[src/hdl/scf_pkg.sv]
`default_nettype none
// ----------------------------------------------------------------------------
// scf_pkg: shared types and constants of the 3x3 cross sharpening filter
// Field widths, register codes, reset values and the job record that the
// front hands to the back through the job queue.
// ----------------------------------------------------------------------------
package scf_pkg;

	localparam int SAMPLE_W   = 8;
	localparam int SAMPLE_MAX = 255;
	localparam int ROW_W      = 16;
	localparam int OUT_COL_W  = 11;
	localparam int CH_W       = 2;
	localparam int SUM_W      = 12;

	localparam int IMG_W_W    = 12;
	localparam int IMG_H_W    = 16;
	localparam int CH_CNT_W   = 3;
	localparam int MIN_DIM    = 3;

	localparam int CFG_IDX_W  = 2;
	localparam int CFG_DATA_W = 16;

	localparam logic [IMG_W_W-1:0]  RST_IMAGE_WIDTH   = 12'd640;
	localparam logic [IMG_H_W-1:0]  RST_IMAGE_HEIGHT  = 16'd480;
	localparam logic [CH_CNT_W-1:0] RST_CHANNEL_COUNT = 3'd3;

	localparam int QUEUE_DEPTH = 4;
	localparam int QPTR_W      = $clog2(QUEUE_DEPTH);
	localparam int QCNT_W      = $clog2(QUEUE_DEPTH + 1);

	typedef enum logic [CFG_IDX_W-1:0] {
		REG_IMAGE_WIDTH   = 2'd0,
		REG_IMAGE_HEIGHT  = 2'd1,
		REG_CHANNEL_COUNT = 2'd2
	} cfg_reg_t;

	typedef struct packed {
		logic [IMG_W_W-1:0]  image_width;
		logic [IMG_H_W-1:0]  image_height;
		logic [CH_CNT_W-1:0] channel_count;
	} cfg_t;

	// One queued job: the five taps of the cross and the bookkeeping of
	// the result (and of the optional bottom-row zero that follows it).
	typedef struct packed {
		logic [SAMPLE_W-1:0]  center;
		logic [SAMPLE_W-1:0]  left;
		logic [SAMPLE_W-1:0]  right;
		logic [SAMPLE_W-1:0]  upper;
		logic [SAMPLE_W-1:0]  lower;
		logic [ROW_W-1:0]     row;
		logic [OUT_COL_W-1:0] column;
		logic [CH_W-1:0]      channel;
		logic                 interior;
		logic                 bottom;
		logic                 done;
	} job_t;

	typedef enum logic {
		PH_MAIN   = 1'b0,
		PH_BOTTOM = 1'b1
	} phase_t;

endpackage
`default_nettype wire

[src/hdl/scf_queue.sv]
`default_nettype none
// ----------------------------------------------------------------------------
// scf_queue: short job queue between front and back
// Lets the front keep taking samples while the back waits on its output.
// ----------------------------------------------------------------------------
module scf_queue import scf_pkg::*; (
	input  wire logic clk,
	input  wire logic arst_n,
	input  wire logic push,
	input  wire job_t push_job,
	output logic      full,
	input  wire logic pop,
	output job_t      head,
	output logic      head_valid
);

	job_t              mem_q [QUEUE_DEPTH];
	logic [QPTR_W-1:0] wr_ptr_q, rd_ptr_q;
	logic [QCNT_W-1:0] count_q;

	assign full       = count_q == QCNT_W'(QUEUE_DEPTH);
	assign head_valid = count_q != '0;
	assign head       = mem_q[rd_ptr_q];

	always_ff @(posedge clk or negedge arst_n) begin
		if (!arst_n) begin
			wr_ptr_q <= '0;
			rd_ptr_q <= '0;
			count_q  <= '0;
		end else begin
			if (push) begin
				wr_ptr_q <= wr_ptr_q + QPTR_W'(1);
			end
			if (pop) begin
				rd_ptr_q <= rd_ptr_q + QPTR_W'(1);
			end
			if (push && !pop) begin
				count_q <= count_q + QCNT_W'(1);
			end else if (pop && !push) begin
				count_q <= count_q - QCNT_W'(1);
			end
		end
	end

	always_ff @(posedge clk) begin
		if (push) begin
			mem_q[wr_ptr_q] <= push_job;
		end
	end

	a_no_push_full: assert property (@(posedge clk) disable iff (!arst_n)
		push |-> !full) else $error("job pushed into a full queue");
	a_no_pop_empty: assert property (@(posedge clk) disable iff (!arst_n)
		pop |-> head_valid) else $error("job popped from an empty queue");
	a_count_bound: assert property (@(posedge clk) disable iff (!arst_n)
		count_q <= QCNT_W'(QUEUE_DEPTH)) else $error("queue count past its depth");

endmodule
`default_nettype wire

[config.mk]
export PLATFORM = sky130hd
export DESIGN_NAME = scf_queue
export DESIGN_NICKNAME = d
export VERILOG_FILES = /design/src/hdl/scf_pkg.sv /design/src/hdl/scf_queue.sv
export SDC_FILE = /design/constraint.sdc
export NUM_CORES = 1
export LEC_CHECK = 0
export BUFFER_PORTS_ARGS = -buffer_cell sky130_fd_sc_hd__buf_2
export CAP_MARGIN = 40
export CORE_MARGIN = 2
export CORE_UTILIZATION = 57
export DETAILED_ROUTE_END_ITERATION = 10
export PLACE_DENSITY = 0.81
export SLEW_MARGIN = 20
export SYNTH_ARGS = -nofsm -noshare
export SYNTH_HDL_FRONTEND = slang
export SYNTH_SLANG_ARGS = --single-unit
[constraint.sdc]
create_clock -name clk -period 3.6 [get_ports clk]
set_input_delay 0.54 -clock clk [delete_from_list [all_inputs] [get_ports clk]]
set_output_delay 0.54 -clock clk [all_outputs]
set_load 0.01 [all_outputs]
# Word level (Yosys, flattened, before mapping)
# Memory sizes are Yosys's and may differ from the RTL's.
# Index checks and enable logic that the tools add are counted.
# Widths: inputs -> output; s select.
# word_totals
regBits,7
latch_bits,0
ramBits,288
romBits,0
inputBits,76
output_inout_bits,74
word_cells,19
n_memories,1
# classes
add_sub_neg,4
n_mul,0
div,0
n_lt_le_gt_ge,0
n_eq_ne,1
shifts,0
mux,4
bitwise_logic,0
reduce_logical,6
# mem_list
name,words,width,rd,rd_clocked_by_memory_dff,wr,line,text
mem_q,4,72,1,0,1,scf_queue.sv:17,job_t mem_q [QUEUE_DEPTH];
# ops
operator,count
$mux 3,2
$add 2x1->2 const B,2
$add 3x1->3 const B,1
$eq 3x3->1 const B,1
$reduce_bool 3->1,1
$sub 3x1->3 const B,1
$logic_and 1x1->1,2
$logic_not 1->1,2
$mux 1,2
$reduce_bool 2->1,1

# Depth between registers and ports, before layout
# Gate-level depths: netlist of the first run.
# depth
depth_word,4
depth_mapped,7
depth_no_buf,7

# Worst setup path before layout of the first run
# No wires, ideal clock.
# synth_path
kind,flip-flop to flip-flop
start,register wr_ptr_q[0]
end,"memory mem_q[2][0] in the netlist's numbering, enable pin"
setup_ns,0.438
arrival_ns,2.300
required_ns,3.162
setup_slack_ns,0.862
stages_incl_launch_ff,4
path_buffers,0
period_less_slack_ns,2.738
cell_sequence,dfrtp_1 -> inv_1 -> ha_1 -> and2_1
# synth_lines
item,line,text
"start, declared",scf_queue.sv:18,"logic [QPTR_W-1:0] wr_ptr_q, rd_ptr_q;"
"start signal, assigned",scf_queue.sv:32,wr_ptr_q <= wr_ptr_q + QPTR_W'(1);
"end, declared",scf_queue.sv:17,
# Straight into the memory's write port.

==> results.tsv, run 1 <==
metric	value	unit
status	finished, final reports clean	
setup_ws	0.717	ns
drc	0	
grt.met1_usage	25.2	%
p_leak	4.39	nW
htree_levels	1	
dp_slack	1.23	ns
fin_crit_sh	80.1	%
grt_max_degree	49	
yosysWarnings	0	
firstDrtPassIters	4	
cts_hold_buf	1	
startpoint_type	flop	
dpl.hpwl	11600	µm
slowest_stage	dfrtp_4	
worstPathRequired	3.06	ns
dieArea	0.0200	mm²
synth-seq-cells	295	
gr-total-overflow	0	
ys_seq_area_share	81.8	%
rsz0062_at_grt	false	
port-buffer-count	149	
fillCellCount	1148	
timing.hold.ws	0.217	ns
tightest_slew	0.555	ns
row_count	50	
drt_iter0_drc	277	
dieWidth	142	µm
area_delta_synth_final	18.3	%
cts_num_sinks	295	
slowest_delay	0.71	ns
timing.setup.tns	0	ns
layout-drive-gt1-share	45.4	%
antenna_found_initial	3	
syn-num-nets	492	
clkSlewWorstSetupHoldPaths	0.06	ns
clockBufferDepth	3	
arrival	2.34	ns
worstHoldPathType	in -> reg	
setup_viol	0	
grt_most_used_layer	met2	
hold_depth	1	
viasPerCell	5.77	
cts_buffers	29	
fin_crit	2.88	ns
track_usage	19.1	%
slew-limit-headroom	63.0	%
core	0.0186	mm²
start_util	57.9	%
wirelength	18800	µm
place_congestion	0.737	
die_h	142	µm
synthCells	410	
synthesis.area	0.0108	mm²
ys_types	18	
cts-root-buf	clkbuf_16	
ir_worst_vdd	0.000544	V
post_cts_buffers	0	
clock_latency	0.53	ns
finalHoldViolCount	0	
rr_worst_depth	4	
end_kind	output port	
vias	4850	
cp_cell_sequence	buf_4 -> mux4_2 -> buf_2	
drv_slew	0	
wire_per_inst	22.3	µm
syn_area_per_cell	26.3	µm²
path_max_fanout	22	
p_per_area	815	mW/mm²
max_freq	347	MHz
clock_skew	0.0190	ns
fin_area	0.0128	mm²
postPlaceCellArea	0.0119	mm²
post_cts_resized	0	
cts_tree	yes	
final_nets	665	
grt_use_met2	32.6	%
ant_nets	0	
worstSetupPathType	reg -> out	
grt_pass1_wl	29100	µm
use_met3	4.25	%
first_global_vias	5244	
ios	150	
drv_cap	0	
==> cells in the mapped netlist <==
cell / n / area, µm²
nor3b_1: 1 / 7.51
mux2_2: 1 / 11.3
ha_1: 5 / 62.6
nand2_1: 2 / 7.51
or3_1: 1 / 6.26
edfxtp_1: 288 / 8650
fa_1: 1 / 20.0
o21ai_0: 1 / 5.00
xnor2_1: 2 / 17.5
nor2_1: 1 / 3.75
dfrtp_1: 7 / 175
inv_1: 4 / 15.0
xor2_1: 4 / 35.0
buf_2: 8 / 40.0
and2_1: 4 / 25.0
buf_4: 1 / 7.51
buf_6: 7 / 78.8
mux4_2: 72 / 1620
==> logic make-up after synthesis <==
group	synth area share (%)
AND/OR/NAND/NOR	0.464
multiplexers	15.1
buffers and inverters	1.31
flip-flops	81.8
XOR/XNOR	0.487
adder cells (fa/ha/maj)	0.765
AO/OA/AOI/OAI	0.0463
==> metrics by stage <==
| step | power (mW) | util (%) | instances |
|---|---|---|---|
| after detailed placement | 7.77 | 63.7 | 785 |
| after floorplan | 6.70 | - | 410 |
| after global placement | 7.61 | 63.1 | 781 |
| after CTS | 10.5 | 68.4 | 837 |
| after global routing | 10.9 | 68.5 | 839 |
| final | 10.4 | 68.5 | 840 |
==> cell type report <==
class	instances	area, µm²	share of cell area [%]
sequential	295	8830	69.2
multi-input combinational	95	1830	14.4
timing repair buffer	158	906	7.10
clock buffer	40	797	6.24
tap	234	293	2.29
clock inverter	11	83.8	0.657
inverter	4	15.0	0.118
antenna	3	7.51	0.0588
==> sequential cells by signal (all words and copies together), names as in the netlist <==
register,cells
mem_q,288
count_q,3
rd_ptr_q,2
wr_ptr_q,2
==> path summary, 6_finish.rpt <==
kind                                 to    startpoint  slack (ns)
setup reg to reg           mem_q[2][28]   wr_ptr_q[0]        1.79
hold / removal             mem_q[1][60]  push_job[60]        0.22
min in group asynchronous   wr_ptr_q[1]        arst_n        0.37
setup / recovery               head[58]   rd_ptr_q[0]        0.72
max in group asynchronous   rd_ptr_q[0]        arst_n        3.05
hold reg to reg              count_q[2]    count_q[2]        0.51
==> cells in the final DEF, fill, tap and decap left out, types with 2 or more instances in the layout <==
master / synthesis / routed
edfxtp_1: 288 / 288
buf_2: 8 / 149
mux4_2: 72 / 72
clkbuf_16: 0 / 29
clkbuf_1: 0 / 8
ha_1: 5 / 5
clkinv_1: 0 / 5
dfrtp_1: 7 / 5
inv_1: 4 / 4
and2_4: 0 / 4
xor2_1: 4 / 4
buf_12: 0 / 4
diode_2: 0 / 3
clkinv_2: 0 / 3
clkbuf_8: 0 / 3
xnor2_1: 2 / 2
nand2_1: 2 / 2
buf_16: 0 / 2
buf_4: 1 / 2
dfrtp_4: 0 / 2
==> per-layer routing <==
layer,share of wire (%),up-vias
met4,2.3,2
met3,6.1,40
met1,40,2540
met2,51,160
met5,0.053,-
li1,-,2108
==> where the power goes <==
group	internal, mW	switching [mW]
combinational	1.39	1.44
sequential	4.50	0.303
clock	1.61	1.16
==> worst max-delay path, delay by kind of cell, from the launching register on <==
family | cells | cell delay, ns
flip-flops | 1 | 0.71
buffers and inverters | 2 | 0.53
multiplexers | 1 | 0.55
Power figures use the tool's default switching activity.
==> inputs of run 2 (changes only) <==
Settings changed: ABC_AREA set to 1, CORE_UTILIZATION 57 to 52, PLACE_DENSITY 0.81 to 0.78.
Clock period 3.6 ns to 2.46 ns, I/O delays scaled along.
==> run 2 against run 1 <==
  * Core utilization is 6.0 points lower
  * Critical endpoint is now head[38]
  * First-iteration DRC count is 36% higher
  * Non-clock buffer count is 13 higher
  * Largest power group unchanged
==> results.tsv, run 2 <==
metric	value	unit
status	finished, final reports clean	
viasPerCell	5.18	
max_freq	441	MHz
dp.cells	1289	
end_kind	output port	
post_cts_resized	0	
synthCells	888	
timing.setup.tns	0	ns
synth_top_area_share	73.7	%
syn-num-nets	970	
dieWidth	154	µm
p_leak	5.54	nW
yosysWarnings	0	
largest-register	mem_q	
first_global_vias	6823	
track_usage	18.1	%
core	0.0220	mm²
gr-total-overflow	0	
worstHoldPathType	in -> reg	
area_delta_synth_final	17.3	%
layout-drive-gt1-share	20.0	%
cts-root-buf	clkbuf_16	
ios	150	
dpl.hpwl	12500	µm
p_per_area	1190	mW/mm²
final_nets	1124	
r2r-end	mem_q[1][23]	
slew-limit-headroom	60.2	%
top_regs	mem_q (288), count_q (3)	
cp-startpoint	rd_ptr_q[0]	
rrSetupSlack	0.80	ns
ys_types	20	
r2r_start	wr_ptr_q[1]	
wirelength	21400	µm
hold_depth	1	
setup_viol	0	
final_cell_mix	edfxtp_1 (288), nand2_1 (230), inv_1 (151)	
synth_area_leaders	edfxtp_1 (74%), o211ai_1 (9.2%), nand2_1 (7.4%)	
synthesis.area	0.0117	mm²
worstSetupPathType	reg -> out	
min-delay-start	push_job[37]	
startpoint_type	flop	
fin_crit_sh	92.2	%
yosysTopAreaCell	edfxtp_1	
syn_area_per_cell	13.2	µm²
rr_worst_depth	5	
grt_pass1_wl	34000	µm
synth-edff-count	288	
largest_reg_flops	288	
worstPathRequired	2.09	ns
clock_latency	0.53	ns
row_count	54	
cts_buffers	29	
wire_per_inst	15.9	µm
fin_crit	2.27	ns
dp_slack	0.615	ns
synth-seq-cells	295	
synthTopCellsByCount	edfxtp_1 (288), nand2_1 (230), inv_1 (155)	
hold_end	mem_q[3][37]	
vias	6969	
synth_flop_cell	edfxtp_1	
port-buffer-count	149	
dieArea	0.0238	mm²
antenna_found_initial	3	
synthArstFlopShare	2.37	%
clockBufferDepth	3	
ant_nets	0	
drv_slew	0	
grt_max_degree	73	
place_congestion	0.742	
start_util	53.3	%
drt_iter0_drc	378	
htree_levels	1	
arrival	1.90	ns
layout_commonest_cell	edfxtp_1	
finalHoldViolCount	0	
rsz0062_at_grt	false	
die_h	154	µm
timing.hold.ws	0.0505	ns
setup_ws	0.193	ns
drv_cap	0	
ys_seq_area_share	75.1	%
firstDrtPassIters	4	
ir_worst_vdd	0.000831	V
cts_num_sinks	295	
tightest_slew	0.597	ns
clock_skew	0.00705	ns
path_max_fanout	20	
fin_cells	1345	
drc	0	
yosysMostFrequentCell	edfxtp_1	
clkSlewWorstSetupHoldPaths	0.06	ns
cts_tree	yes	
run 2: cell types whose count changed in the layout (fill, tap and decap cells not counted), moves of 5 or more:
| cell | previous run | this run |
|---|---|---|
| buf_12 | 4 | 9 |
| mux4_2 | 72 | 0 |
| nand2_1 | 2 | 230 |
| inv_1 | 4 | 151 |
| o211ai_1 | 0 | 144 |
| buf_4 | 2 | 11 |
run 2: layer usage:
layer  routed length, µm  GRT usage [%]  up-vias
met5                   0              0        -
met4                 692           6.57        0
met3                1460           3.92       49
met2               11000           32.4      194
met1                8260           21.7     3338
li1                    -              -     3388
run 2: power by group:
group	switching (mW)	internal [mW]	total (mW)
combinational	3.52	2.00	5.52
sequential	0.318	6.58	6.90
clock	1.67	2.36	4.03
total	5.51	10.9	16.4
run 2: cell families after synthesis:
logic type,Yosys count,share of synthesized area (%)
XOR/XNOR,4,0.298
adder cells (fa/ha/maj),6,0.703
buffers and inverters,204,7.08
AND/OR/NAND/NOR,234,7.52
flip-flops,295,75.1
AO/OA/AOI/OAI,145,9.25
run 2: area by class of cell:
cell class / count / area [µm²]
Clock buffer: 38 / 759
Fill cell: 1624 / 8260
Clock inverter: 13 / 106
Timing Repair Buffer: 171 / 1030
Multi-Input combinational cell: 389 / 2090
Tap cell: 280 / 350
Inverter: 156 / 601
Sequential cell: 295 / 8830
Antenna cell: 3 / 7.51
run 2: worst max-delay path by stage:
stage,endpoint,slack [ns],cells after the start
after floorplan,mem_q[0][0],0.30,4
after global placement,head[64],0.67,5
after detailed placement,head[38],0.62,5
after CTS,head[38],0.04,5
after global routing,head[13],0.07,5
final,head[38],0.19,5
run 2: repair_timing:
action                                  CTS  global route
endpoints found under the setup margin    0            34
endpoints found under the hold margin     7             0
buffers inserted                          0             1
hold buffers                              1             0
run 2: per-stage QoR:
| step | total power, mW | cell area [µm²] | utilization, % |
|---|---|---|---|
| after CTS | 16.6 | 13800 | 62.4 |
| after floorplan | 10.5 | 11800 | - |
| final | 16.4 | 13800 | 62.5 |
| after global routing | 17.5 | 13800 | 62.5 |
| after detailed placement | 12.6 | 12900 | 58.5 |
| after global placement | 12.4 | 12900 | 58.5 |
run 2: critical path, cell delays in order, from the launching register on:
cell,delay [ns]
dfrtp_4,0.66
buf_4,0.28
nand2_1,0.09
o211ai_1,0.10
nand2_1,0.09
buf_2,0.14
==> inputs of run 3 (changes only) <==
Settings changed: CORE_UTILIZATION 52 to 60, PLACE_DENSITY 0.78 to 0.84.
Clock period 2.46 ns to 2.8 ns, I/O delays scaled along.
==> run 3 against run 2 <==
  * First-iteration DRC count down 16%
  * Critical path type unchanged
  * Count of clock-buffer cells in the layout rose by 4
  * Final cell count is 1.5% lower
  * Sequential share of layout area rose by 0.32 points
  * Combinational power decreased by 13%
  * Clock power fell by 11%
  * Register-to-register slack improved by 0.21 ns
  * Largest cell class unchanged
  * Highest routed layer unchanged
==> results.tsv, run 3 (synthesized netlist as in run 2, its figures left out) <==
metric	value	unit
final_nets	1117	
wirelength	21800	µm
min-delay-start	push_job[61]	
path_max_fanout	19	
p_int	9.54	mW
rrSetupSlack	1.01	ns
dieWidth	144	µm
cts_num_sinks	295	
worstHoldPathType	in -> reg	
multiInputGateArea	0.00209	mm²
r2r_start	wr_ptr_q[0]	
tightest_slew	0.626	ns
antenna_found_initial	4	
layout_commonest_cell	edfxtp_1	
largest_reg_flops	288	
r2r-end	mem_q[0][30]	
post-route-util	70.9	%
layout-drive-gt1-share	19.3	%
p_leak	5.52	nW
rsz0062_at_grt	false	
ios	150	
power.share.combinational	33.5	%
startpoint_type	flop	
ff_latch_area	0.00883	mm²
clock_latency	0.53	ns
cts_tree	yes	
fin_crit_sh	86.9	%
drv_slew	0	
ir_worst_vdd	0.000685	V
drc	0	
firstDrtPassIters	4	
clkPwrFrac	24.9	%
htree_levels	1	
hold_end	mem_q[3][61]	
dieArea	0.0207	mm²
gr-total-overflow	0	
p_switching	4.85	mW
row_count	51	
dp_slack	0.875	ns
drt_iter0_drc	317	
drv_cap	0	
slew-limit-headroom	58.3	%
area_delta_synth_final	16.7	%
timing.hold.ws	0.101	ns
cts-root-buf	clkbuf_16	
clkSlewWorstSetupHoldPaths	0.06	ns
top_regs	mem_q (288), count_q (3)	
grt_max_degree	146	
fin_area	0.0137	mm²
port-buffer-count	149	
timing.setup.tns	0	ns
pwr-share-seq	41.7	%
dpl.hpwl	12700	µm
final_cell_mix	edfxtp_1 (288), nand2_1 (230), inv_1 (151)	
p_per_area	1050	mW/mm²
worstPathRequired	2.38	ns
post_cts_buffers	0	
setup_viol	0	
start_util	60.7	%
clock_skew	0.00863	ns
arrival	2.01	ns
place_congestion	0.739	
cts_buffers	29	
end_kind	output port	
fin_crit	2.43	ns
fillCellCount	1277	
viasPerCell	5.26	
wire_per_inst	16.4	µm
finalHoldViolCount	0	
setup_ws	0.366	ns
largest-register	mem_q	
track_usage	20.9	%
die_h	144	µm
hold_depth	1	
core	0.0193	mm²
vias	6965	
postPlaceCellArea	0.0128	mm²
dp.cells	1268	
grt_pass1_wl	33200	µm
rr_worst_depth	5	
status	finished, final reports clean	
total_power	14.4	mW
worstSetupPathType	reg -> out	
first_global_vias	6741	
ant_nets	0	
sw_frac_of_total	33.7	%
clockBufferDepth	3	
max_freq	411	MHz
fin_cells	1325	
-- run 3: metal layers --
layer	wire length, µm	vias up	GRT usage (%)
met5	0	-	0
met4	546	0	8.00
met3	1550	44	4.50
met2	11100	230	36.6
met1	8600	3302	25.7
li1	-	3389	-
-- run 3: what timing repair did --
| action | CTS | global route |
|---|---|---|
| endpoints found under the setup margin | 0 | 0 |
| hold endpoints to repair | 7 | 0 |
| hold buffers | 1 | 0 |
| resized for setup | 0 | 0 |
-- run 3: worst max path at each step --
stage                     start  slack (ns)  cells after the start           to
floorplan                  push        0.26                      3  mem_q[0][0]
global placement    rd_ptr_q[1]        0.83                      4     head[29]
detailed placement  rd_ptr_q[1]        0.88                      5     head[12]
CTS                 rd_ptr_q[1]        0.30                      5     head[48]
global route        rd_ptr_q[0]        0.24                      5     head[58]
finish              rd_ptr_q[1]        0.37                      5     head[12]
-- run 3: cell type report --
type,instances,area share [%]
flip-flops and latches,295,64.4
multi-input cells,389,15.2
repair buffers,164,7.16
clock buffers,42,5.65
inverters,156,4.31
well taps,265,2.42
clock inverters,10,0.712
diodes,4,0.0731
-- run 3: power by group through the flow --
stage               Combinational, mW  Sequential, mW  Clock (mW)
finish                           4.82            5.99        3.58
global route                     5.40            6.06        3.81
CTS                              4.91            6.00        3.64
detailed placement               4.88            6.09           0
global placement                 4.74            6.05           0
floorplan                        3.15            6.06           0
-- run 3: critical path: stages (launching register included) --
cell and delay, ns:
dfrtp_2 0.40, inv_2 0.33, buf_4 0.35, o211ai_1 0.16, nand2_1 0.10, buf_2 0.12
