**config.mk**
```make
export PLATFORM = sky130hd
export DESIGN_NAME = scf_back_flat
export DESIGN_NICKNAME = d
export VERILOG_FILES = /design/src/hdl/scf_pkg.sv /design/src/hdl/scf_stream_if.sv /design/src/hdl/scf_back.sv /design/src/flat_wrapper.sv
export SDC_FILE = /design/constraint.sdc
export NUM_CORES = 1
export LEC_CHECK = 0
export ABC_AREA = 1
export BUFFER_PORTS_ARGS = -buffer_cell sky130_fd_sc_hd__buf_4
export CORE_MARGIN = 2
export CORE_UTILIZATION = 50
export CTS_CLUSTER_SIZE = 40
export DETAILED_ROUTE_END_ITERATION = 6
export PLACE_DENSITY = 0.82
export SLEW_MARGIN = 5
export SYNTH_ARGS = -nofsm -noshare
export SYNTH_HDL_FRONTEND = slang
export SYNTH_SLANG_ARGS = --single-unit
```
**constraint.sdc**
```tcl
create_clock -name clk -period 2 [get_ports clk]
set_input_delay 0.4 -clock clk [delete_from_list [all_inputs] [get_ports clk]]
set_output_delay 0.4 -clock clk [all_outputs]
set_load 0.05 [all_outputs]
```
**src/hdl/scf_pkg.sv**
```systemverilog
`default_nettype none
// ----------------------------------------------------------------------------
// scf_pkg: shared types and constants of the 3x3 cross sharpening filter
// Field widths, register codes, reset values and the job record that the
// front hands to the back through the job queue.
// ----------------------------------------------------------------------------
package scf_pkg;

	localparam int SAMPLE_W   = 8;
	localparam int SAMPLE_MAX = 255;
	localparam int ROW_W      = 16;
	localparam int OUT_COL_W  = 11;
	localparam int CH_W       = 2;
	localparam int SUM_W      = 12;

	localparam int IMG_W_W    = 12;
	localparam int IMG_H_W    = 16;
	localparam int CH_CNT_W   = 3;
	localparam int MIN_DIM    = 3;

	localparam int CFG_IDX_W  = 2;
	localparam int CFG_DATA_W = 16;

	localparam logic [IMG_W_W-1:0]  RST_IMAGE_WIDTH   = 12'd640;
	localparam logic [IMG_H_W-1:0]  RST_IMAGE_HEIGHT  = 16'd480;
	localparam logic [CH_CNT_W-1:0] RST_CHANNEL_COUNT = 3'd3;

	localparam int QUEUE_DEPTH = 4;
	localparam int QPTR_W      = $clog2(QUEUE_DEPTH);
	localparam int QCNT_W      = $clog2(QUEUE_DEPTH + 1);

	typedef enum logic [CFG_IDX_W-1:0] {
		REG_IMAGE_WIDTH   = 2'd0,
		REG_IMAGE_HEIGHT  = 2'd1,
		REG_CHANNEL_COUNT = 2'd2
	} cfg_reg_t;

	typedef struct packed {
		logic [IMG_W_W-1:0]  image_width;
		logic [IMG_H_W-1:0]  image_height;
		logic [CH_CNT_W-1:0] channel_count;
	} cfg_t;

	// One queued job: the five taps of the cross and the bookkeeping of
	// the result (and of the optional bottom-row zero that follows it).
	typedef struct packed {
		logic [SAMPLE_W-1:0]  center;
		logic [SAMPLE_W-1:0]  left;
		logic [SAMPLE_W-1:0]  right;
		logic [SAMPLE_W-1:0]  upper;
		logic [SAMPLE_W-1:0]  lower;
		logic [ROW_W-1:0]     row;
		logic [OUT_COL_W-1:0] column;
		logic [CH_W-1:0]      channel;
		logic                 interior;
		logic                 bottom;
		logic                 done;
	} job_t;

	typedef enum logic {
		PH_MAIN   = 1'b0,
		PH_BOTTOM = 1'b1
	} phase_t;

endpackage
`default_nettype wire

```
**src/hdl/scf_stream_if.sv**
```systemverilog
`default_nettype none


interface scf_out_if import scf_pkg::*; ();
	logic                 valid;
	logic                 ready;
	logic [SAMPLE_W-1:0]  pixel_value;
	logic [ROW_W-1:0]     out_row;
	logic [OUT_COL_W-1:0] out_column;
	logic [CH_W-1:0]      out_channel;
	logic                 run_last;
	logic                 frame_done;

	modport source (output valid, output pixel_value, output out_row, output out_column,
		output out_channel, output run_last, output frame_done, input ready);
	modport sink   (input valid, input pixel_value, input out_row, input out_column,
		input out_channel, input run_last, input frame_done, output ready);
endinterface
`default_nettype wire

```
**src/hdl/scf_back.sv**
```systemverilog
`default_nettype none
// ----------------------------------------------------------------------------
// scf_back: kernel arithmetic and result output register
// Takes jobs from the queue, forms 5*centre minus the four neighbours with
// saturation, and emits one or two results per job.
// ----------------------------------------------------------------------------
module scf_back import scf_pkg::*; (
	input  wire logic clk,
	input  wire logic arst_n,
	input  wire job_t head,
	input  wire logic head_valid,
	output logic      pop,
	scf_out_if.source results
);

	phase_t               phase_q, phase_d;
	logic                 out_valid_q;
	logic [SAMPLE_W-1:0]  pixel_q;
	logic [ROW_W-1:0]     row_q;
	logic [OUT_COL_W-1:0] col_q;
	logic [CH_W-1:0]      ch_q;
	logic                 run_last_q, done_q;
	logic                 out_free, load;
	logic [SUM_W-1:0]     acc;
	logic [SAMPLE_W-1:0]  main_val;

	always_comb begin
		acc = (SUM_W'(head.center) << 2) + SUM_W'(head.center) - SUM_W'(head.left)
			- SUM_W'(head.right) - SUM_W'(head.upper) - SUM_W'(head.lower);
		if (!head.interior || acc[SUM_W-1]) begin
			main_val = '0;
		end else if (acc > SUM_W'(SAMPLE_MAX)) begin
			main_val = SAMPLE_W'(SAMPLE_MAX);
		end else begin
			main_val = acc[SAMPLE_W-1:0];
		end
	end

	assign out_free = !out_valid_q || results.ready;
	assign load     = head_valid && out_free;

	always_comb begin
		phase_d = phase_q;
		pop     = 1'b0;
		case (phase_q)
			PH_MAIN: begin
				if (load) begin
					if (head.bottom) begin
						phase_d = PH_BOTTOM;
					end else begin
						pop = 1'b1;
					end
				end
			end
			PH_BOTTOM: begin
				if (load) begin
					phase_d = PH_MAIN;
					pop     = 1'b1;
				end
			end
			default: begin
				phase_d = PH_MAIN;
			end
		endcase
	end

	always_ff @(posedge clk or negedge arst_n) begin
		if (!arst_n) begin
			phase_q     <= PH_MAIN;
			out_valid_q <= 1'b0;
		end else begin
			phase_q <= phase_d;
			if (out_free) begin
				out_valid_q <= head_valid;
			end
		end
	end

	always_ff @(posedge clk) begin
		if (load) begin
			col_q <= head.column;
			ch_q  <= head.channel;
			if (phase_q == PH_BOTTOM) begin
				pixel_q    <= '0;
				row_q      <= head.row + ROW_W'(1);
				run_last_q <= 1'b1;
				done_q     <= head.done;
			end else begin
				pixel_q    <= main_val;
				row_q      <= head.row;
				run_last_q <= !head.bottom;
				done_q     <= 1'b0;
			end
		end
	end

	assign results.valid       = out_valid_q;
	assign results.pixel_value = pixel_q;
	assign results.out_row     = row_q;
	assign results.out_column  = col_q;
	assign results.out_channel = ch_q;
	assign results.run_last    = run_last_q;
	assign results.frame_done  = done_q;

	a_bottom_has_job: assert property (@(posedge clk) disable iff (!arst_n)
		phase_q == PH_BOTTOM |-> head_valid && head.bottom)
		else $error("bottom-row phase without a pending bottom job");
	a_done_is_last: assert property (@(posedge clk) disable iff (!arst_n)
		results.valid && results.frame_done |-> results.run_last)
		else $error("frame end flagged on a result that is not the last of its sample");

endmodule
`default_nettype wire

```
**src/flat_wrapper.sv**
```systemverilog
// flat-port wrapper written by rule: the top's interface ports become plain ports
module scf_back_flat import scf_pkg::*;
  (clk, arst_n, head, head_valid, pop, results_valid, results_pixel_value, results_out_row, results_out_column, results_out_channel, results_run_last, results_frame_done, results_ready);
  scf_out_if results_i ();
  input  wire logic clk;
  input  wire logic arst_n;
  input  wire job_t head;
  input  wire logic head_valid;
  output logic pop;
  output wire logic [$bits(results_i.valid)-1:0] results_valid;
  output wire logic [$bits(results_i.pixel_value)-1:0] results_pixel_value;
  output wire logic [$bits(results_i.out_row)-1:0] results_out_row;
  output wire logic [$bits(results_i.out_column)-1:0] results_out_column;
  output wire logic [$bits(results_i.out_channel)-1:0] results_out_channel;
  output wire logic [$bits(results_i.run_last)-1:0] results_run_last;
  output wire logic [$bits(results_i.frame_done)-1:0] results_frame_done;
  input wire logic [$bits(results_i.ready)-1:0] results_ready;
  assign results_valid = results_i.valid;
  assign results_pixel_value = results_i.pixel_value;
  assign results_out_row = results_i.out_row;
  assign results_out_column = results_i.out_column;
  assign results_out_channel = results_i.out_channel;
  assign results_run_last = results_i.run_last;
  assign results_frame_done = results_i.frame_done;
  assign results_i.ready = results_ready;
  scf_back u_core (.clk(clk), .arst_n(arst_n), .head(head), .head_valid(head_valid), .pop(pop), .results(results_i));
endmodule
```
---- Word level (Yosys, flattened, before mapping) ----
Index checks and enable logic that the tools add are counted.
word-level totals
  flip-flop bits (word level) ............. 41
  input port bits ......................... 76
  output and inout port bits .............. 41
  logic and storage cells ................. 33
operators by class
  add/sub/neg operators ................... 6
  magnitude comparators ................... 1
  multiplexer cells ....................... 10
  bitwise logic cells ..................... 1
  reductions and logical operators ........ 7
operators with widths
  kind                                                                   number
  12-bit by 8-bit subtractor with 12-bit output                          4
  16-bit by 1-bit adder with 16-bit output, second input constant        1
  16-bit two-way mux                                                     1
  12-bit by 8-bit > comparator with 1-bit output, second input constant  1
  10-bit by 8-bit adder with 11-bit output                               1
  8-bit two-way mux                                                      1
  1-bit two-way mux                                                      6
  1-bit one-hot mux with 2 select lines                                  2
  1-bit zero test                                                        3
  1-bit logical OR                                                       2
  2-bit OR reduction                                                     1
  1-bit logical AND                                                      1
  1-bit NOT                                                              1

---- Logic depth before layout (Yosys ltp) ----
Gate-level depths: netlist of the first run.
  word-level depth ........................ 7
  gate-level depth with buffers ........... 20
  mapped depth without buffers ............ 20

---- Worst setup path before layout of the first run ----
No wires, ideal clock.
  kind .................................... input to register
  from .................................... in head[41] (netlist name)
  to ...................................... reg u_core.pixel_q[0], in the netlist u_core.results.pixel_value[0] (data pin)
  setup time .............................. 0.249 ns
  arrival time ............................ 3.323 ns
  required time ........................... 1.751 ns
  path slack .............................. -1.572 ns
  cell stages on the path ................. 18
  buffers on the path ..................... 0
  cell sequence ........................... inv_1 > fa_1 > inv_1 > fa_1 > inv_1 > fa_1 > fa_1 > nand2_1 > nand2_1 > and2_4 > nand2_2 > nand2_1 > nand2_1 > nand2_2 > nor2_4 > nand3_1 > nand2_1 > inv_1
on the way
  word-level cells in the longest chain between the ends .. 4
  elaborated cells between the ends (all ways) .. 6
  those cells by class .................... 2 x add/sub; 1 x order compare; 1 x mux; 2 x reduce/logical
RTL lines
  item                                                                                       line                            RTL
  from (decl)                                                                                flat_wrapper.sv:7               input wire job_t head;
  12-bit by 8-bit subtractor with 12-bit output * (2 in series)                              scf_back.sv:29                  - SUM_W'(head.right) - SUM_W'(head.upper) - SUM_W'(head.lower);
  12-bit by 8-bit > comparator with 1-bit output / 1-bit logical OR (equally long branches)  scf_back.sv:32, scf_back.sv:30
  8-bit two-way mux / 2-bit OR reduction (equally long branches)                             -
  to (signal assigned)                                                                       scf_back.sv:89                  pixel_q <= main_val;
  to (decl)                                                                                  scf_back.sv:18                  logic [SAMPLE_W-1:0] pixel_q;
Mark *: on every way between the ends. The rest lies on a longest branch, timed or not.
A chain may end at the register's enable or synchronous reset.

---- Worst setup path in the final report of the first run ----
  from .................................... in head[45] (netlist name)
  to ...................................... reg u_core.pixel_q[0], in the netlist u_core.results.pixel_value[0] (data pin)
The elaborated chain is that of the path after synthesis.

==> results.json, run 1 <==
{
  "design_area_mm2": 0.00495,
  "vias_per_cell": 4.85,
  "r2r_slack_ps": 410,
  "cp-start-kind": "input pin",
  "cp_slowest_cell": "fa_1",
  "mostFrequentLayoutCell": "buf_4",
  "ys_ff_latch": 41,
  "die_area_mm2": 0.00726,
  "power.density_mw_per_mm2": 1100,
  "antenna_cells": 0,
  "port_buffers": 116,
  "final_nets": 641,
  "ys_seq_area_frac": 0.370,
  "drive_gt1_frac": 0.443,
  "dr.pass1.iters": 4,
  "drc": 0,
  "root_buffer": "clkbuf_8",
  "critPathBufInv": 6,
  "cts_tree": "yes",
  "ant_nets": 0,
  "hold_viol_final": 0,
  "outcome": "finished with violations",
  "crit_family": "adder cells",
  "grt_setup_unrepaired": "yes",
  "critPathCaptureType": "flop",
  "fill_cells": 391,
  "grt_pass1_wl_mm": 12.2,
  "rows": 29,
  "first_iter_violations": 116,
  "syn_inst": 361,
  "die_w_um": 85.2,
  "crit_arrival_ps": 3480,
  "worst_ep_required_time_ps": 2050,
  "final-max-slew-violation-count": 0,
  "die-height_um": 85.2,
  "vdd_drop_max_mv": 1.01,
  "overflow": 0,
  "dr_total_vias": 2915,
  "syn-num-nets": 479,
  "ys_types": 26,
  "most-common-layout-cells": "152 x buf_4, 90 x inv_1, 63 x nand2_1",
  "critical_path_class": "input pin to flop",
  "grt_max_degree": 40,
  "leakage_nw": 2.51,
  "violations": "setup timing",
  "max_freq_ghz": 0.292,
  "finalCritPeriodShare": 1.71,
  "setup_viol": 8,
  "start_util": 0.519,
  "slew_headroom": 0.682,
  "path_clk_slew_ps": 80,
  "cts-buffers-inserted": 5,
  "reg2reg_depth": 6,
  "coreArea_mm2": 0.00635,
  "path_depth": 19,
  "tightest_slew_ps": 473,
  "slowest_delay_ps": 520,
  "crit_top_cell": "inv_1",
  "io_pins": 117,
  "cp_cell_sequence": "buf_4, inv_1, fa_1, inv_1, fa_1, fa_1, inv_1, ha_4, nand2_4, inv_2, nand3_2, nand2_1, nand2_1, nand3_2, nand2_4, nor2_8, nand3_2, nand2_1, inv_1",
  "clock_latency_ps": 290,
  "track_usage": 0.207,
  "antenna_found_initial": 0,
  "htree_levels": 2,
  "place_ws_ps": -1720,
  "holdCritPathClass": "input pin to flop",
  "ys_warn_count": 0,
  "clk_path_buf_depth": 2,
  "wire_per_inst_um": 13.3,
  "holdPathStages": 1,
  "worstPathMaxFanout": 8,
  "dpl.hpwl_mm": 6.10,
  "cap_violations": 0,
  "grt_pass1_vias": 2897,
  "fin_ws_ps": -1420,
  "totalWireLength_mm": 8.00,
  "syn_area_mm2": 0.00330,
  "period_needed_ps": 3420,
  "area_delta_synth_final_pct": 50.0,
  "finalClockSkew_ps": 11.4,
  "cts.sinks": 41,
  "gp_congestion": 0.854,
  "avgSynthCellArea_um2": 9.14,
  "placed_cell_area_mm2": 0.00458
}
per-stage QoR:
| step | std cells | hold WS (ps) | TNS, ps | power [mW] | util |
|---|---|---|---|---|---|
| finish | 601 | 281 | -11210 | 5.43 | 0.779 |
| floorplan | 361 | 104 | -11630 | 3.21 | - |
| CTS | 599 | 273 | -11130 | 4.87 | 0.750 |
| detailed placement | 586 | 187 | -13680 | 4.16 | 0.722 |
| global placement | 586 | 185 | -13130 | 4.09 | 0.722 |
| global route | 601 | 264 | -12330 | 5.82 | 0.779 |
per-layer routing:
metal  part of all wire  GRT usage  wire, um  up-vias
li1                   -          -         -     1429
met1               0.36      0.225      2880     1390
met2               0.58      0.409      4620       88
met3              0.052     0.0379       414        8
met4              0.011     0.0491        91        0
met5                  0          0         0        -
synth_stat cells (all sizes together):
| library cell | instances | area (um2) |
|---|---|---|
| inv | 96 | 360 |
| nand2 | 84 | 338 |
| edfxtp | 39 | 1170 |
| fa | 25 | 500 |
| nand3 | 24 | 140 |
| nor2 | 22 | 134 |
| ha | 17 | 213 |
| xnor2 | 16 | 140 |
| a21oi | 12 | 63.8 |
| xor2 | 12 | 105 |
| nand4 | 4 | 31.3 |
| o21ai | 3 | 15.0 |
| dfrtp | 2 | 50.1 |
| a31oi | 1 | 6.26 |
| and2 | 1 | 8.76 |
| buf | 1 | 7.51 |
| nor4 | 1 | 6.26 |
| o211ai | 1 | 7.51 |
flip-flops by register name (all words and copies together), names as in the netlist:
register                    count
u_core.phase_q                  1
u_core.results.frame_done       1
u_core.results.out_channel      2
u_core.results.out_column      11
u_core.results.out_row         16
u_core.results.pixel_value      8
u_core.results.run_last         1
u_core.results.valid            1
power by group:
| part | switching (mW) | internal, mW | total [mW] | leakage (nW) |
|---|---|---|---|---|
| Combinational | 2.10 | 1.71 | 3.81 | 2.07 |
| Clock | 0.278 | 0.280 | 0.558 | 0.0445 |
| Sequential | 0.0275 | 1.04 | 1.06 | 0.399 |
cells by family after synthesis:
logic type | after synthesis | synth area share
AOI/OAI and AO/OA | 17 | 0.0281
xor gates and xnor gates | 28 | 0.0744
adders and majority gates | 42 | 0.216
buffers and inverters | 97 | 0.112
DFF | 41 | 0.370
and+or+nand+nor | 136 | 0.200
final timing paths:
kind	end	start
max	u_core.results.pixel_value[0]$_SDFFCE_PP0P_	head[45]
min	u_core.results.out_column[0]$_DFFE_PP_	head[5]
max reg2reg	u_core.results.out_row[15]$_DFFE_PP_	u_core.phase_q$_DFF_PN0_
min reg2reg	u_core.results.valid$_DFFE_PN0N_	u_core.results.valid$_DFFE_PN0N_
max in group asynchronous	u_core.results.valid$_DFFE_PN0N_	arst_n
min in group asynchronous	u_core.phase_q$_DFF_PN0_	arst_n
what timing repair did:
action	in CTS	in global routing
hold endpoints to repair	2	0
setup buffers	4	2
pin swaps	11	36
gates resized for setup	7	40
hold buffers	1	0
setup endpoints to repair	8	8
area by class of cell:
cell class | instances | area [um2] | area share
Clock inverter | 1 | 7.51 | 0.00152
Clock buffer | 7 | 86.3 | 0.0175
Inverter | 96 | 368 | 0.0744
Tap cell | 77 | 96.3 | 0.0195
Multi-Input combinational cell | 223 | 1970 | 0.399
Sequential cell | 41 | 1220 | 0.247
Timing Repair Buffer | 156 | 1190 | 0.241
(Power assumes the default switching activity.)
==> run 2, diff against run 1 <==
--- a/config.mk
+++ b/config.mk
@@ -5,13 +5,12 @@
 export SDC_FILE = /design/constraint.sdc
 export NUM_CORES = 1
 export LEC_CHECK = 0
-export ABC_AREA = 1
 export BUFFER_PORTS_ARGS = -buffer_cell sky130_fd_sc_hd__buf_4
 export CORE_MARGIN = 2
 export CORE_UTILIZATION = 50
 export CTS_CLUSTER_SIZE = 40
 export DETAILED_ROUTE_END_ITERATION = 6
-export PLACE_DENSITY = 0.82
+export PLACE_DENSITY = 0.83
 export SLEW_MARGIN = 5
 export SYNTH_ARGS = -nofsm -noshare
 export SYNTH_HDL_FRONTEND = slang
==> run 2 against run 1 <==
Net effect:
- the run still ends with setup timing left
- synthesized area down 6.7%
- count of clock-buffer cells in the layout down 2
- largest cell class unchanged
- core utilization up 2.3 points
- highest routed layer unchanged
==> results.json, run 2 <==
{
  "area_delta_synth_final_pct": 54.4,
  "antenna_found_initial": 0,
  "ys_ff_latch": 41,
  "most-common-layout-cells": "157 x buf_4, 50 x inv_1, 39 x edfxtp_1",
  "outcome": "finished with violations",
  "regArea_mm2": 0.00122,
  "dr.pass1.iters": 4,
  "cp_slowest_cell": "fa_1",
  "cts-buffers-inserted": 5,
  "cts_tree": "yes",
  "first_iter_violations": 185,
  "switching_share": 0.427,
  "ys_seq_area_frac": 0.397,
  "vdd_drop_max_mv": 0.968,
  "overflow": 0,
  "final_nets": 561,
  "cp-start-kind": "input pin",
  "vias_per_cell": 5.39,
  "synth.most_common_cell": "inv_1",
  "wire_per_inst_um": 18.2,
  "path_clk_slew_ps": 90,
  "totalWireLength_mm": 9.45,
  "coreArea_mm2": 0.00592,
  "root_buffer": "clkbuf_8",
  "start_util": 0.520,
  "ant_nets": 0,
  "cap_violations": 0,
  "syn_area_mm2": 0.00308,
  "combPwrFrac": 0.673,
  "grt_setup_unrepaired": "yes",
  "syn_inst": 275,
  "holdCritPathClass": "input pin to flop",
  "crit_family": "adder cells",
  "ys_async_sr_fraction": 0.0488,
  "synth-compound-area-share": 0.103,
  "internal_power_mw": 3.37,
  "violations": "setup timing",
  "power.density_mw_per_mm2": 1240,
  "ys_types": 41,
  "leakage_nw": 2.25,
  "clk_path_buf_depth": 2,
  "critPathCaptureType": "flop",
  "grt_max_degree": 40,
  "power_mw": 5.88,
  "port_buffers": 116,
  "gp_congestion": 0.808,
  "die_w_um": 82.4,
  "dpl.hpwl_mm": 6.44,
  "synth_top_area_share": 0.381,
  "synth_xor_area_frac": 0.0850,
  "syn-num-nets": 393,
  "largest_register_ffs": 16,
  "finalCritPeriodShare": 1.88,
  "crit_arrival_ps": 3790,
  "worstPathMaxFanout": 7,
  "fill_cells": 330,
  "final-max-slew-violation-count": 0,
  "dr_total_vias": 2796,
  "netSwitchingPower_mw": 2.51,
  "pwr-share-clk": 0.139,
  "antenna_cells": 0,
  "worst_ep_required_time_ps": 2030,
  "drc": 0,
  "slowest_delay_ps": 550,
  "synth_simple_gate_area_frac": 0.105,
  "synth_fa_ha_area_frac": 0.232,
  "multi_input_area_mm2": 0.00183,
  "synth_commonest_cells": "55 x inv_1, 39 x edfxtp_1, 25 x fa_1",
  "hold_viol_final": 0,
  "finalClockSkew_ps": 8.43,
  "htree_levels": 2,
  "synth_top_family_by_area": "adder cells",
  "synth_top_cell_by_area": "edfxtp_1",
  "tightest_slew_ps": 372,
  "yosys-top-cells-area": "edfxtp_1 38%, fa_1 16%, ha_1 6.9%",
  "die-height_um": 82.4,
  "track_usage": 0.277,
  "setup_viol": 8,
  "grt_pass1_wl_mm": 13.8,
  "slew_headroom": 0.750,
  "seqPwrFrac": 0.188,
  "drive_gt1_frac": 0.473,
  "die_area_mm2": 0.00680,
  "io_pins": 117,
  "cts.sinks": 41,
  "critical_path_class": "input pin to flop",
  "synth-main-ff-cell": "edfxtp_1",
  "avgSynthCellArea_um2": 11.2,
  "cp_cell_sequence": "buf_8, inv_8, fa_1, inv_2, fa_1, inv_2, fa_2, fa_2, a21o_4, a221oi_2, nor3_2, xor2_2, buf_6, nor2_2, o22ai_1",
  "postLayoutCoreUtil": 0.802,
  "period_needed_ps": 3750,
  "max_freq_ghz": 0.266,
  "ys_warn_count": 0,
  "critPathBufInv": 5,
  "synth_edf_count": 39,
  "final.setup.tns_ps": -13310,
  "synthMuxAreaShare": 0.00732,
  "clock_latency_ps": 300,
  "mostFrequentLayoutCell": "buf_4",
  "rows": 28,
  "grt_pass1_vias": 3019,
  "fin_ws_ps": -1750
}
-- run 2: timing repair --
action / in CTS / in global routing
endpoints found under the hold margin: 2 / 0
setup endpoints to repair: 8 / 8
setup buffers: 3 / 3
resized for setup: 21 / 17
hold buffers: 1 / 0
cloned: 0 / 0
pin swaps: 21 / 11
-- run 2: path summary, 6_finish.rpt --
check                                                                   end                              from  slack [ps]  cells past startpoint
min in group asynchronous                  u_core.results.valid$_DFFE_PN0N_                            arst_n         420                      2
max in group asynchronous                          u_core.phase_q$_DFF_PN0_                            arst_n        1490                      2
worst min register to register             u_core.results.valid$_DFFE_PN0N_  u_core.results.valid$_DFFE_PN0N_         550                      2
worst max register to register         u_core.results.out_row[15]$_DFFE_PP_          u_core.phase_q$_DFF_PN0_         270                      6
worst min-delay path                 u_core.results.out_column[5]$_DFFE_PP_                          head[10]         260                      1
worst max-delay path            u_core.results.pixel_value[2]$_SDFFCE_PP0P_                          head[41]       -1750                     15
-- run 2: layout make-up --
class / instances / share of cell area
Timing Repair Buffer: 163 / 0.265
Multi-Input combinational cell: 177 / 0.384
Clock inverter: 3 / 0.0145
Clock buffer: 5 / 0.0145
Tap cell: 75 / 0.0198
Inverter: 55 / 0.0450
Sequential cell: 41 / 0.257
-- run 2: logic make-up after synthesis --
group	Yosys count
and+or+nand+nor	60
buffers and inverters	57
AOI/OAI and AO/OA	44
adders and majority gates	42
DFF	41
xor gates and xnor gates	29
muxes	2
-- run 2: through the flow --
stage,hold slack (ps),cells,worst slack [ps],cell area [um2]
final,265,519,-1750,4750
after global routing,258,519,-1820,4750
after CTS,269,516,-1580,4650
after detailed placement,188,504,-2060,4390
after global placement,184,504,-1930,4390
after floorplan,104,275,-1700,3130
-- run 2: routing by layer --
layer,routed length [um],track usage,up-vias
li1,-,-,1266
met1,3060,0.274,1346
met2,5230,0.535,148
met3,729,0.0587,36
met4,429,0.137,0
met5,0,0,-
-- run 2: power by group through the flow --
stage               sequential (mW)  combinational [mW]  clock (mW)
global route                   1.12                4.20       0.854
detailed placement             1.13                2.99           0
CTS                            1.11                3.30       0.806
finish                         1.11                3.96       0.818
global placement               1.12                2.82           0
floorplan                      1.42                1.71           0
==> run 3, diff against run 2 <==
--- a/config.mk
+++ b/config.mk
@@ -10,7 +10,7 @@
 export CORE_UTILIZATION = 50
 export CTS_CLUSTER_SIZE = 40
 export DETAILED_ROUTE_END_ITERATION = 6
-export PLACE_DENSITY = 0.83
+export PLACE_DENSITY_LB_ADDON = 0.05
 export SLEW_MARGIN = 5
 export SYNTH_ARGS = -nofsm -noshare
 export SYNTH_HDL_FRONTEND = slang
==> run 3 against run 2 <==
Net effect:
- the flow still finishes with violations (setup timing)
- clock skew down 3.1 ps
- flip-flop and latch count is the same
- combinational power down 17%
- clock power shrank 23%
- hold slack improved by 24 ps
- sequential power barely moved
- total power fell by 15%
- first-iteration DRC count decreased by 24%
- critical endpoint is now u_core.results.pixel_value[7]$_SDFFCE_PP0P_
==> results.json, run 3 (synthesis results as in run 2) <==
{
  "violations": "setup timing",
  "overflow": 0,
  "grt_max_degree": 40,
  "die_area_mm2": 0.00680,
  "cts.sinks": 41,
  "most-common-layout-cells": "156 x buf_4, 49 x inv_1, 39 x edfxtp_1",
  "dpl.hpwl_mm": 5.34,
  "root_buffer": "clkbuf_8",
  "fin_ws_ps": -1580,
  "cap_violations": 0,
  "worstPathMaxFanout": 3,
  "antenna_cells": 0,
  "cp-start-kind": "input pin",
  "cp_cell_sequence": "buf_8, inv_8, fa_1, inv_2, fa_1, inv_2, fa_1, ha_1, a21o_1, and4_4, o211a_1, or3_1, a21oi_2, o22ai_2",
  "outcome": "finished with violations",
  "coreArea_mm2": 0.00592,
  "r2r_slack_ps": 300,
  "worst_ep_required_time_ps": 2030,
  "wire_per_inst_um": 13.0,
  "finalCritPeriodShare": 1.79,
  "largest_register_ffs": 16,
  "fin_cells": 515,
  "tightest_slew_ps": 392,
  "holdCritPathClass": "input pin to flop",
  "grt_setup_unrepaired": "yes",
  "clk_path_buf_depth": 2,
  "track_usage": 0.199,
  "start_util": 0.520,
  "drive_gt1_frac": 0.459,
  "critPathCaptureType": "flop",
  "final-max-slew-violation-count": 0,
  "cts_tree": "yes",
  "leakage_nw": 2.22,
  "holdWs_ps": 289,
  "dr_total_vias": 2575,
  "period_needed_ps": 3580,
  "fill_cells": 407,
  "critPathBufInv": 4,
  "slew_headroom": 0.738,
  "grt_pass1_wl_mm": 10.5,
  "critical_path_class": "input pin to flop",
  "ant_nets": 0,
  "area_delta_synth_final_pct": 51.0,
  "power.density_mw_per_mm2": 1080,
  "regArea_mm2": 0.00122,
  "rows": 28,
  "cp_slowest_cell": "fa_1",
  "crit_arrival_ps": 3610,
  "vias_per_cell": 5.00,
  "die-height_um": 82.4,
  "htree_levels": 2,
  "io_pins": 117,
  "totalWireLength_mm": 6.69,
  "port_buffers": 116,
  "multi_input_area_mm2": 0.00179,
  "finalClockSkew_ps": 5.30,
  "final_nets": 558,
  "crit_family": "adder cells",
  "hold_viol_final": 0,
  "die_w_um": 82.4,
  "drc": 0,
  "first_iter_violations": 141,
  "gp_congestion": 0.741,
  "crit_top_cell": "fa_1",
  "setup_viol": 8,
  "place_inst": 503,
  "dr.pass1.iters": 7,
  "vdd_drop_max_mv": 0.776,
  "slowest_delay_ps": 540,
  "mostFrequentLayoutCell": "buf_4",
  "grt_pass1_vias": 2507,
  "clock_latency_ps": 280,
  "cts-buffers-inserted": 5,
  "antenna_found_initial": 0,
  "path_clk_slew_ps": 80,
  "max_freq_ghz": 0.280
}
## run 3: what timing repair did
item                                    CTS  global route
gates resized for setup                  15            12
endpoints found under the setup margin    8             8
endpoints found under the hold margin     2             0
setup buffers                             3             2
hold buffers                              1             0
pin swaps                                16            11
## run 3: final cells by class
cell class              instances  area share
clock buffers                   5      0.0148
clock inverters                 2     0.00754
inverters                      55      0.0461
multi-input cells             177       0.384
flip-flops and latches         41       0.263
well taps                      75      0.0202
repair buffers                160       0.264
## run 3: path summary, 6_finish.rpt
kind | from | endpoint | depth (start not counted)
min in group asynchronous | arst_n | u_core.results.valid$_DFFE_PN0N_ | 2
worst max register to register | u_core.phase_q$_DFF_PN0_ | u_core.results.out_row[13]$_DFFE_PP_ | 6
worst max-delay path | head[41] | u_core.results.pixel_value[7]$_SDFFCE_PP0P_ | 14
max in group asynchronous | arst_n | u_core.phase_q$_DFF_PN0_ | 2
worst min-delay path | head[12] | u_core.results.out_column[7]$_DFFE_PP_ | 1
worst min register to register | u_core.results.valid$_DFFE_PN0N_ | u_core.results.valid$_DFFE_PN0N_ | 2
## run 3: routing by layer
| layer | wire length [um] | global-route usage | up-vias |
|---|---|---|---|
| li1 | - | - | 1259 |
| met2 | 3580 | 0.376 | 78 |
| met4 | 61 | 0.0300 | 0 |
| met3 | 415 | 0.0467 | 10 |
| met1 | 2640 | 0.231 | 1228 |
| met5 | 0 | 0 | - |
## run 3: where the power goes
part / leakage [nW] / internal (mW) / switching, mW
clock: 0.0540 / 0.363 / 0.268
sequential: 0.398 / 1.08 / 0.0269
combinational: 1.77 / 1.55 / 1.74
total: 2.22 / 2.99 / 2.03
## run 3: metrics by stage
step                      worst slack [ps]  cell area [um2]  setup TNS [ps]  total power [mW]  utilization
after detailed placement             -2020             4380          -16160              4.00        0.740
after CTS                            -1560             4590          -12260              4.89        0.775
final                                -1580             4650          -12300              5.02        0.785
after global placement               -1960             4380          -15670              3.94        0.740
after global routing                 -1710             4650          -13450              5.40        0.785
after floorplan                      -1700             3130          -13580              3.13            -
## run 3: worst register-to-register path, stage by stage, from the launching register on
cell and delay [ps]:
dfrtp_1 360, and4_1 220, and2_1 190, and3_1 220, and2b_1 220, nand3_1 130, xnor2_1 140
